===== config.mk =====
export PLATFORM = sky130hd
export DESIGN_NAME = wctt_ctrl
export DESIGN_NICKNAME = d
export VERILOG_FILES = /design/src/hdl/wctt_pkg.sv /design/src/hdl/wctt_ctrl.sv
export SDC_FILE = /design/constraint.sdc
export NUM_CORES = 1
export LEC_CHECK = 0
export BUFFER_PORTS_ARGS = -buffer_cell sky130_fd_sc_hd__buf_2
export CAP_MARGIN = 5
export CORE_AREA = 2 2 39 41
export DETAILED_ROUTE_END_ITERATION = 7
export DIE_AREA = 0 0 41 43
export PLACE_DENSITY_LB_ADDON = 0.3
export SLEW_MARGIN = 0
export SYNTH_ARGS = -nofsm -noshare
export SYNTH_HDL_FRONTEND = slang
export SYNTH_SLANG_ARGS = --single-unit

===== constraint.sdc =====
create_clock -name clk -period 3.06 [get_ports clk]
set_clock_uncertainty 0.1 [all_clocks]
set_input_delay 0 -clock clk [delete_from_list [all_inputs] [get_ports clk]]
set_output_delay 0 -clock clk [all_outputs]
set_load 0.005 [all_outputs]

===== src/hdl/wctt_pkg.sv =====
// Shared types and constants for the client tracking table.
// No dependencies; imported by the controller, datapath and top level.
`default_nettype none
package wctt_pkg;

  localparam logic [1:0] OP_FRAME = 2'd0;
  localparam logic [1:0] OP_READ  = 2'd1;
  localparam logic [1:0] OP_CLEAR = 2'd2;

  localparam logic [2:0] ST_IGNORED  = 3'd0;
  localparam logic [2:0] ST_UPDATED  = 3'd1;
  localparam logic [2:0] ST_NEW      = 3'd2;
  localparam logic [2:0] ST_FULL     = 3'd3;
  localparam logic [2:0] ST_READ_OK  = 3'd4;
  localparam logic [2:0] ST_READ_BAD = 3'd5;
  localparam logic [2:0] ST_CLEARED  = 3'd6;

  localparam logic [11:0] MIN_HEADER_BYTES = 12'd24;
  localparam logic [1:0]  FT_MANAGEMENT    = 2'd0;
  localparam logic [1:0]  FT_PAYLOAD       = 2'd2;
  localparam logic [3:0]  SUB_ASSOC        = 4'd0;
  localparam logic [3:0]  SUB_REASSOC      = 4'd2;
  localparam logic [3:0]  SUB_PROBE        = 4'd4;

  // Commands from controller to datapath.
  typedef struct packed {
    logic latch;      // capture the input word
    logic scan_start; // reset the search pointer
    logic scan_step;  // advance the search pointer
    logic rd_scan;    // read the entry at the search pointer
    logic rd_hit;     // read the entry chosen for the result
    logic wr_entry;   // write the updated entry back
    logic clear;      // empty the table
    logic emit;       // drive a result
    logic [2:0] status;
    logic with_entry;
  } wctt_cmd_t;

  // Status from datapath to controller.
  typedef struct packed {
    logic [1:0] op;
    logic track;
    logic match;      // registered entry equals client
    logic scan_done;  // pointer reached entry count
    logic full;
    logic read_ok;
  } wctt_stat_t;

endpackage
`default_nettype wire


===== src/hdl/wctt_ctrl.sv =====
// Controller state machine of the client tracking table.
// Depends on wctt_pkg; drives the datapath through wctt_cmd_t.
`default_nettype none
module wctt_ctrl
  import wctt_pkg::*;
(
  input  wire logic       clk,
  input  wire logic       rst,
  input  wire logic       start,
  output logic            busy,
  output wctt_cmd_t       cmd,
  input  wctt_stat_t      stat
);

  localparam logic [2:0] S_IDLE   = 3'd0;
  localparam logic [2:0] S_DECODE = 3'd1;
  localparam logic [2:0] S_READ   = 3'd2;
  localparam logic [2:0] S_CMP    = 3'd3;
  localparam logic [2:0] S_UPD    = 3'd4;
  localparam logic [2:0] S_FETCH  = 3'd5;
  localparam logic [2:0] S_OUT    = 3'd6;

  logic [2:0] state, state_next;
  logic       found, found_next;

  always_ff @(posedge clk) begin
    if (rst) begin
      state <= S_IDLE;
      found <= 1'b0;
    end else begin
      state <= state_next;
      found <= found_next;
    end
  end

  assign busy = (state != S_IDLE);

  always_comb begin
    state_next = state;
    found_next = found;
    cmd = '0;
    unique case (state)
      S_IDLE: begin
        if (start) begin
          cmd.latch = 1'b1;
          state_next = S_DECODE;
        end
      end
      S_DECODE: begin
        cmd.scan_start = 1'b1;
        unique case (stat.op)
          OP_FRAME: begin
            if (stat.track) state_next = S_READ;
            else begin
              cmd.emit = 1'b1;
              cmd.status = ST_IGNORED;
              state_next = S_IDLE;
            end
          end
          OP_READ: begin
            // The read address is loaded on this edge, so the fetch follows.
            if (stat.read_ok) begin
              state_next = S_FETCH;
            end else begin
              cmd.emit = 1'b1;
              cmd.status = ST_READ_BAD;
              state_next = S_IDLE;
            end
          end
          OP_CLEAR: begin
            cmd.clear = 1'b1;
            cmd.emit = 1'b1;
            cmd.status = ST_CLEARED;
            state_next = S_IDLE;
          end
          default: begin
            cmd.emit = 1'b1;
            cmd.status = ST_IGNORED;
            state_next = S_IDLE;
          end
        endcase
      end
      S_READ: begin
        if (stat.scan_done) begin
          if (stat.full) begin
            cmd.emit = 1'b1;
            cmd.status = ST_FULL;
            state_next = S_IDLE;
          end else begin
            found_next = 1'b0;
            state_next = S_UPD;
          end
        end else begin
          cmd.rd_scan = 1'b1;
          state_next = S_CMP;
        end
      end
      S_CMP: begin
        if (stat.match) begin
          found_next = 1'b1;
          state_next = S_UPD;
        end else begin
          cmd.scan_step = 1'b1;
          state_next = S_READ;
        end
      end
      S_UPD: begin
        cmd.wr_entry = 1'b1;
        state_next = S_FETCH;
      end
      S_FETCH: begin
        cmd.rd_hit = 1'b1;
        state_next = S_OUT;
      end
      S_OUT: begin
        cmd.emit = 1'b1;
        cmd.with_entry = 1'b1;
        if (stat.op == OP_READ) cmd.status = ST_READ_OK;
        else if (found) cmd.status = ST_UPDATED;
        else cmd.status = ST_NEW;
        state_next = S_IDLE;
      end
      default: state_next = S_IDLE;
    endcase
  end

endmodule
`default_nettype wire


; ---- Yosys cells after proc, flatten, opt, wreduce, memory -nomap -nowiden
; Index checks and enable logic that the tools add are counted.
; W data, S select, Z words.
[word_totals]
register_bits = 4
input_bits = 10
word_cells = 51
output_inout_bits = 13
[classes]
n_mux = 32
n_reduce_logical = 5
eq_ne = 12
[op_table]
columns = op, n
row1 = $pmux W4 S3, 2
row2 = $mux W3, 6
row3 = $pmux W3 S6, 1
row4 = $mux W4, 4
row5 = $mux W1, 15
row6 = $eq A3 B3 Y1 const B, 3
row7 = $ne A2 B2 Y1 const B, 4
row8 = $eq A3 B2 Y1 const B, 2
row9 = $pmux W3 S2, 1
row10 = $mux W2, 2
row11 = $reduce_and A4 Y1, 1
row12 = $eq A3 B1 Y1 const B, 1
row13 = $logic_not A3 Y1, 1
row14 = $reduce_bool A3 Y1, 1
row15 = $eq A2 B1 Y1 const B, 1
row16 = $eq A2 B2 Y1 const B, 1
row17 = $logic_not A2 Y1, 1
row18 = $pmux W1 S2, 1
row19 = $reduce_bool A2 Y1, 1

; ---- Depth between registers and ports, before layout
; Gate-level depths: netlist of the first run.
[logic_depth]
word_depth = 3
mapped_depth = 6
depth_no_buf = 5

; ---- Worst setup path after synthesis of the first run
; OpenSTA, ideal clock, no wires.
[synth_path]
path_type = register to register
from = reg state[1]
to = reg state[2]
setup_slack_ns = 1.935
setup_time_ns = 0.074
period_less_slack_ns = 1.125
n_path_buf = 1
required_time_ns = 2.886
arrival_ns = 0.951
path_stages_with_launch = 5
cell_sequence = dfxtp_1 -> buf_6 -> nor3b_4 -> nand3_2 -> a31oi_1
[synth_between]
elab_chain_cells = 2
word_cells_on_any_way = 8
cone_classes = 6 x eq/ne / 1 x mux / 1 x reduce/logical
[synth_rtl]
columns = element, line
row1 = "start, declared", wctt_ctrl.sv:23  ; logic [2:0] state, state_next;
row2 = "start signal, assigned", wctt_ctrl.sv:31  ; state <= state_next;
row3 = $eq A3 B3 Y1 (tied with other cells), wctt_ctrl.sv:42  ; unique case (state)
row4 = $pmux W3 S6 / $ne A2 B2 Y1 (equally long branches), --
; Several ways; a longest one is shown, not always the timed one.
; A chain may end at the register's enable or synchronous reset.

; ---- Worst setup path in the final report of the first run
[layout_path]
from = reg state[0]
to = reg state[0]
; Same word-level chain as after synthesis.

==> implementation parameters, run 1 <==
Parameter                              Value

Clock tree
  Post-cts resize count    0
  Count of buffers added by post-CTS timing repair for setup    0
  TritonCTS Buffers    3
  # hold bufs at CTS    3
  Clk_lat worst skew    0.24 ns
  Clock net sink count    4
  Clk Tree Root Cell    sky130_fd_sc_hd__clkbuf_4
  Register clock-pin slew on the reported worst setup and hold paths    0.04 ns
  H-tree Lvls    1
  Worst-case clock buffer depth    2
  TritonCTS clock tree    done

Power and ir drop
  Cell-internal power    123 µW
  Share of total power in combinational logic    0.265
  Power per standard cell area    ~310 nW/µm²
  Power share of the clock group    0.397
  Seq pwr share    0.338
  Leak Pwr    around 0.29 nW
  Net Switching    50.4 µW
  Maximum vdd ir drop    around 0.00019 V
  Switching portion of total power    0.291

Logic synthesis
  Average size of a mapped cell    7.42 µm²
  Register area share after synthesis    0.196
  Flops & latches, synth    4
  Area share of the largest cell type after synthesis    0.196
  Synthesized instance count    55
  Nets in the synthesized netlist    65
  Synth warn    0
  Yosys cell types    24
  Primary flip-flop cell chosen by synthesis mapping    sky130_fd_sc_hd__dfxtp_1
  Count of flip-flops with a built-in enable after synthesis    0
  Largest cells by area after synthesis    sky130_fd_sc_hd__dfxtp_1 20%, sky130_fd_sc_hd__buf_6 8.3%, sky130_fd_sc_hd__a21oi_1 7.4%
  Async SR Flop Fraction    0
  Combined area of all synthesized cells    408 µm²
  Cell taking the most area after synthesis    sky130_fd_sc_hd__dfxtp_1

STA
  Hold Vio Cnt, Final    0
  Upper clock frequency limit    549 MHz
  RSZ-0062 raised after global routing    false
  Number of max-slew violations in the final report    0
  Setup violations, final    0
  Fin crit share    0.595
  Final setup TNS    0 ns
  Max_slew headroom    0.742
  Time the final worst path needs with I/O delays and setup    1.82 ns
  Slew at the pin closest to its max-slew limit    0.382 ns

Placement
  Area post-placement    504 µm²
  Port Buffers    22
  Routability congestion estimate    0.800
  Placed wire-length estimate after detailed placement    approximately 770 µm

Run
  MaxCap Viol Count    0

Final layout
  Number of inserted diodes    0
  Share of final-layout standard cells stronger than drive strength 1    0.350
  Final #Nets    92
  Layout overhead on the synthesized area    36.5%
  Post-route cell area    approximately 560 µm²
  Final core area utilization    0.402

Route
  Detailed-route wire length    a little over 1000 µm
  Vias post-DR    478
  Average wire length per cell after detail routing    between 10 and 15 µm
  Detailed Routing Iterations Pass 1    2
  DRC violation count after routing    0
  Number of nets with antenna violations after routing    0
  Vias per inst    roughly 5
  Drt initial violations    5

Worst setup path
  Worst-path maximum fanout    10
  Slowest cell delay on critical path    0.56 ns
  Cell-by-cell listing of the critical path    nor3b_4 -> nand3_2 -> a21oi_1 -> dlygate4sd3_1
  Number of cells on the worst reg-to-reg path    4
  Type of the worst setup path    reg -> reg
  Critical Path AT    1.90 ns
  Register-to-register setup slack    1.24 ns
  Cell at the slowest stage of the critical path    sky130_fd_sc_hd__dlygate4sd3_1
  Worst EP required    roughly 3.1 ns
  CP startpoint kind    register
  Capture instance of the worst register-to-register path    state[0]
  Startpoint of the most critical register-to-register path    state[0]
  Capturing element type of the critical path    register

Die
  Number of cell rows    14
  Die W    41 µm
  Placeable Area    1380 µm²
  Starting Density    0.295
  Area of the die    approximately 1800 µm²
  Die H    43 µm
  Top Ports    23

Hold path
  Startpoint of the worst hold path    start
  Cell count of the worst hold path    3
  Min-Delay Path Class    in -> reg
  Capture endpoint of the worst hold path    state[2]

Global route
  Largest net degree at the start of global routing    11
  Wire length of the first global-routing pass    between 1000 and 1500 µm
  Number of global-route vias before repair    381
  Sum of overflow across all layers after global routing    0
  GRT Util Overall    0.125
  Antenna violations before repair    0

Outcome
  Status    finished, final reports clean
==> cell usage after synthesis, types with 2 or more instances <==
cell type                  number
sky130_fd_sc_hd__a21oi_1        6
sky130_fd_sc_hd__inv_1          6
sky130_fd_sc_hd__o21ai_0        6
sky130_fd_sc_hd__dfxtp_1        4
sky130_fd_sc_hd__nand2b_1       4
sky130_fd_sc_hd__buf_6          3
sky130_fd_sc_hd__nor2_1         3
sky130_fd_sc_hd__nor3_1         3
sky130_fd_sc_hd__nand3_1        2
sky130_fd_sc_hd__nand3b_1       2
sky130_fd_sc_hd__nor2b_1        2
sky130_fd_sc_hd__nor3b_1        2
==> state kept, by name (all words and copies together) (netlist names) <==
register,cells
state,3
found,1
==> placed cells by master, fill, tap and decap left out, drive strengths merged, types with 2 or more instances in the layout <==
cell	Yosys	layout
buf	3	22
nor2b	2	2
dfxtp	4	4
inv	6	6
nand3b	2	2
nor2	3	3
o21ai	6	6
nor3b	3	3
a21oi	6	6
clkbuf	0	3
dlygate4sd3	0	3
nand2b	4	4
nand3	3	3
nor3	3	3
==> layout make-up <==
class                           count  area, µm²
Fill cell                         156        827
Timing Repair Buffer               25        140
Sequential cell                     4       80.1
Tap cell                           16       20.0
Inverter                            6       22.5
Multi-Input combinational cell     42        272
Clock buffer                        3       22.5
==> worst max-delay path by stage <==
stage / from / endpoint / slack (ns) / depth (start not counted)
global route: state[0] / state[0] / 1.16 / 4
finish: state[0] / state[0] / 1.24 / 4
CTS: state[0] / state[0] / 1.26 / 4
floorplan: state[1] / state[2] / 1.94 / 4
detailed placement: state[0] / cmd[2] / 1.68 / 4
global placement: state[0] / cmd[2] / 1.68 / 4
==> logic make-up after synthesis <==
kind of cell	count (synthesis)	share of synthesized area
AND/OR/NAND/NOR	25	0.399
multiplexers	1	0.0245
flip-flops	4	0.196
buffers and inverters	9	0.138
AO/OA/AOI/OAI	16	0.242
==> per-stage QoR <==
| stage | hold slack (ns) | setup WS [ns] | cells | power, mW |
|---|---|---|---|---|
| 5_1_grt | 0.0296 | 1.16 | 96 | 0.187 |
| 3_5_place_dp | 0.0825 | 1.68 | 90 | 0.101 |
| 6_report | 0.0243 | 1.24 | 96 | 0.173 |
| 3_3_place_gp | 0.0864 | 1.68 | 90 | 0.101 |
| 4_1_cts | 0.0192 | 1.26 | 96 | 0.174 |
| 2_1_floorplan | -0.0658 | 1.94 | 55 | 0.0851 |
==> layer usage <==
layer	GRT usage	part of all wire	wire (µm)	up-vias
li1	-	-	-	246
met1	0.168	0.49	510	202
met2	0.159	0.39	400	24
met3	0.0314	0.071	74	6
met4	0.100	0.050	52	0
met5	0	0	0	-
==> worst max-delay path, delay by kind of cell, from the launching register on <==
family	cells	cell delay [ns]
buffers and inverters	1	0.56
flip-flops	1	0.48
AND/OR/NAND/NOR	2	0.48
AO/OA/AOI/OAI	1	0.14
==> power by group through the flow <==
stage | logic [mW] | registers, mW | clock network, mW
after floorplan | 0.0294 | 0.0557 | 0
after global placement | 0.0422 | 0.0592 | 0
after detailed placement | 0.0420 | 0.0593 | 0
after CTS | 0.0460 | 0.0583 | 0.0695
after global routing | 0.0507 | 0.0590 | 0.0770
final | 0.0459 | 0.0585 | 0.0687
No activity file was read; power rests on OpenSTA's default activity.
==> run 2: changes to the inputs <==
ABC_AREA = 1   (was unset)
clock period = 1.65 ns   (was 3.06 ns; I/O delays follow)
==> implementation parameters, run 2 <==
Parameter                              Value

Outcome
  Status    finished, final reports clean

Route
  Detailed Routing Iterations Pass 1    2 (unchanged)
  Vias per inst    4.25 (-15%)
  Drt initial violations    7 (+2)
  DRC violation count after routing    0 (unchanged)
  Average wire length per cell after detail routing    8.64 µm (-20%)
  Detailed-route wire length    950 µm (-8.5%)
  Number of nets with antenna violations after routing    0 (unchanged)
  Vias post-DR    467 (-2.3%)

STA
  Final setup TNS    0 ns (unchanged)
  Upper clock frequency limit    approximately 700 MHz
  Fin crit share    0.860
  Slew at the pin closest to its max-slew limit    0.270 ns (-0.112 ns)
  Max_slew headroom    0.819 (+0.0765)
  Number of max-slew violations in the final report    0 (unchanged)
  RSZ-0062 raised after global routing    false
  Worst Slack Setup Final    0.231 ns (-1.01 ns)
  Hold Vio Cnt, Final    0 (unchanged)
  Setup violations, final    0 (unchanged)
  Time the final worst path needs with I/O delays and setup    1.42 ns

Final layout
  Number of flip-flops under the largest register name    3 (unchanged)
  Final #Nets    106 (+15%)
  Commonest cells after routing, fill and taps aside    22 x sky130_fd_sc_hd__buf_2, 14 x sky130_fd_sc_hd__inv_1, 13 x sky130_fd_sc_hd__nand3_1
  Share of final-layout standard cells stronger than drive strength 1    0.340 (-0.00957)
  Number of inserted diodes    0 (unchanged)
  Final core area utilization    0.402 (unchanged)
  Post-route cell area    557 µm² (unchanged)
  Largest registers ranked by flip-flop count    state: 3 flops, found: 1 flops
  Layout overhead on the synthesized area    45.0%
  Commonest non-fill, non-tap cell in the layout    sky130_fd_sc_hd__buf_2
  Largest reg by FF count    state

Logic synthesis
  Combined area of all synthesized cells    384 µm² (-5.8%)
  Count of flip-flops with a built-in enable after synthesis    0 (unchanged)
  Area share of the largest cell type after synthesis    0.208 (+0.0122)
  Average size of a mapped cell    5.73 µm² (-23%)
  Register area share after synthesis    0.208 (+0.0122)
  Synth warn    0 (unchanged)
  Top cell types by occurrence after synthesis    14 x sky130_fd_sc_hd__inv_1, 13 x sky130_fd_sc_hd__nand3_1, 12 x sky130_fd_sc_hd__nand2_1, 9 x sky130_fd_sc_hd__nor2_1, 4 x sky130_fd_sc_hd__dfxtp_1
  Primary flip-flop cell chosen by synthesis mapping    sky130_fd_sc_hd__dfxtp_1
  Nets in the synthesized netlist    77 (+18%)
  Largest cells by area after synthesis    sky130_fd_sc_hd__dfxtp_1 21%, sky130_fd_sc_hd__nand3_1 17%, sky130_fd_sc_hd__inv_1 14%
  Cell taking the most area after synthesis    sky130_fd_sc_hd__dfxtp_1
  Flops & latches, synth    4 (unchanged)
  Most common cell in the synthesized netlist    sky130_fd_sc_hd__inv_1
  Async SR Flop Fraction    0 (unchanged)
  Yosys cell types    15 (-38%)
  Synthesized instance count    67 (+22%)

Power and ir drop
  Power per standard cell area    589 nW/µm² (+90%)
  Power share of the clock group    0.377 (-0.020)
  Leak Pwr    0.370 nW (+30%)
  Cell-internal power    227 µW (+85%)
  PnR Total Power    328 µW (+90%)
  Share of total power in combinational logic    0.286 (+0.021)
  Maximum vdd ir drop    0.000265 V (+41%)
  Net Switching    101 µW (+100%)
  Seq pwr share    0.337 (about the same)
  Switching portion of total power    0.308 (+0.0168)

Placement
  Routability congestion estimate    0.892 (+11%)
  Placed wire-length estimate after detailed placement    782 µm (+2.2%)
  Pre-CTS setup slack    0.441 ns (-1.24 ns)
  Port Buffers    22 (unchanged)
  Area post-placement    514 µm² (+2.0%)

Die
  Number of cell rows    14 (unchanged)
  Die H    43 µm (unchanged)
  Starting Density    0.278 (-0.0172)
  Top Ports    23 (unchanged)
  Die W    41 µm (unchanged)
  Placeable Area    1380 µm² (unchanged)
  Area of the die    1760 µm² (unchanged)

Global route
  GRT Util Overall    0.125 (unchanged)
  Antenna violations before repair    0 (unchanged)
  Largest net degree at the start of global routing    7 (-4)
  Number of global-route vias before repair    398 (+4.5%)
  Sum of overflow across all layers after global routing    0 (unchanged)
  Wire length of the first global-routing pass    1480 µm (+0.47%)

Worst setup path
  CP startpoint kind    register
  Number of cells on the worst reg-to-reg path    6 (+2)
  Type of the worst setup path    reg -> out
  Capturing element type of the critical path    output port
  Worst EP required    1.55 ns (-1.59 ns)
  Worst-path maximum fanout    6 (-4)
  Critical Path AT    1.32 ns (-0.58 ns)

Hold path
  Cell count of the worst hold path    5 (+2)
  Min-Delay Path Class    in -> reg

Clock tree
  Clk_lat worst skew    0.24 ns (about the same)
  TritonCTS clock tree    done
  Register clock-pin slew on the reported worst setup and hold paths    0.04 ns (about the same)
  Clk Tree Root Cell    sky130_fd_sc_hd__clkbuf_4
  H-tree Lvls    1 (unchanged)
  TritonCTS Buffers    3 (unchanged)
  Worst-case clock buffer depth    2 (unchanged)
  Clock net sink count    4 (unchanged)
  Count of buffers added by post-CTS timing repair for setup    0 (unchanged)

Run
  MaxCap Viol Count    0 (unchanged)
## run 2: cell types whose count changed after synthesis, moves of 3 or more
| cell | delta |
|---|---|
| sky130_fd_sc_hd__nor2_1 | +6 |
| sky130_fd_sc_hd__inv_1 | +8 |
| sky130_fd_sc_hd__o21ai_0 | -5 |
| sky130_fd_sc_hd__a21oi_1 | -5 |
| sky130_fd_sc_hd__buf_6 | -3 |
| sky130_fd_sc_hd__nand2b_1 | -4 |
| sky130_fd_sc_hd__nor3_1 | -3 |
| sky130_fd_sc_hd__nand3_1 | +11 |
| sky130_fd_sc_hd__nand2_1 | +11 |
## run 2: cell type report
type / instances / area (µm²)
Fill cell: 154 / 827
Multi-Input combinational cell: 47 / 244
Timing Repair Buffer: 24 / 130
Sequential cell: 4 / 80.1
Inverter: 16 / 60.1
Clock buffer: 3 / 22.5
Tap cell: 16 / 20.0
## run 2: metrics by stage
| step | cells | hold WS (ns) |
|---|---|---|
| floorplan | 67 | -0.0293 |
| global placement | 105 | 0.124 |
| global route | 110 | 0.138 |
| detailed placement | 105 | 0.120 |
| finish | 110 | 0.0934 |
| CTS | 110 | 0.0766 |
## run 2: repair_timing
item / 4_1_cts / 5_1_grt
setup endpoints to repair: 0 / 0
hold buffers: 2 / 0
gates resized for setup: 0 / 0
endpoints found under the hold margin: 4 / 0
## run 2: logic make-up (layout without fill, tap and decap cells)
group / Yosys count / in the layout / share of synthesized area
simple gates: 45 / 45 / 0.609
buf+inv: 16 / 43 / 0.156
compound gates: 2 / 2 / 0.0260
flops: 4 / 4 / 0.208
## run 2: worst max-delay path: stages, from the launching register on
cell	delay (ns)
sky130_fd_sc_hd__dfxtp_1	0.40
sky130_fd_sc_hd__inv_2	0.11
sky130_fd_sc_hd__nor3_2	0.27
sky130_fd_sc_hd__nand3_1	0.11
sky130_fd_sc_hd__nand3_1	0.08
sky130_fd_sc_hd__buf_2	0.11
## run 2: path summary, 6_finish.rpt
kind	endpoint	slack, ns	startpoint
worst max-delay path	cmd[2]	0.23	state[1]
worst min-delay path	found	0.09	stat[3]
worst max register to register	found	0.41	state[1]
worst min register to register	found	0.47	found
## run 2: layer usage
layer  track usage  share of wire
met3        0.0209          0.087
met2         0.172           0.42
met4         0.100          0.036
met1         0.161           0.46
met5             0              0
## run 2: power by group through the flow
stage | Sequential (mW) | Clock, mW | Combinational, mW
floorplan | 0.111 | 0 | 0.0529
global placement | 0.112 | 0 | 0.0910
detailed placement | 0.112 | 0 | 0.0905
CTS | 0.111 | 0.130 | 0.0945
global route | 0.112 | 0.130 | 0.107
finish | 0.111 | 0.124 | 0.0938
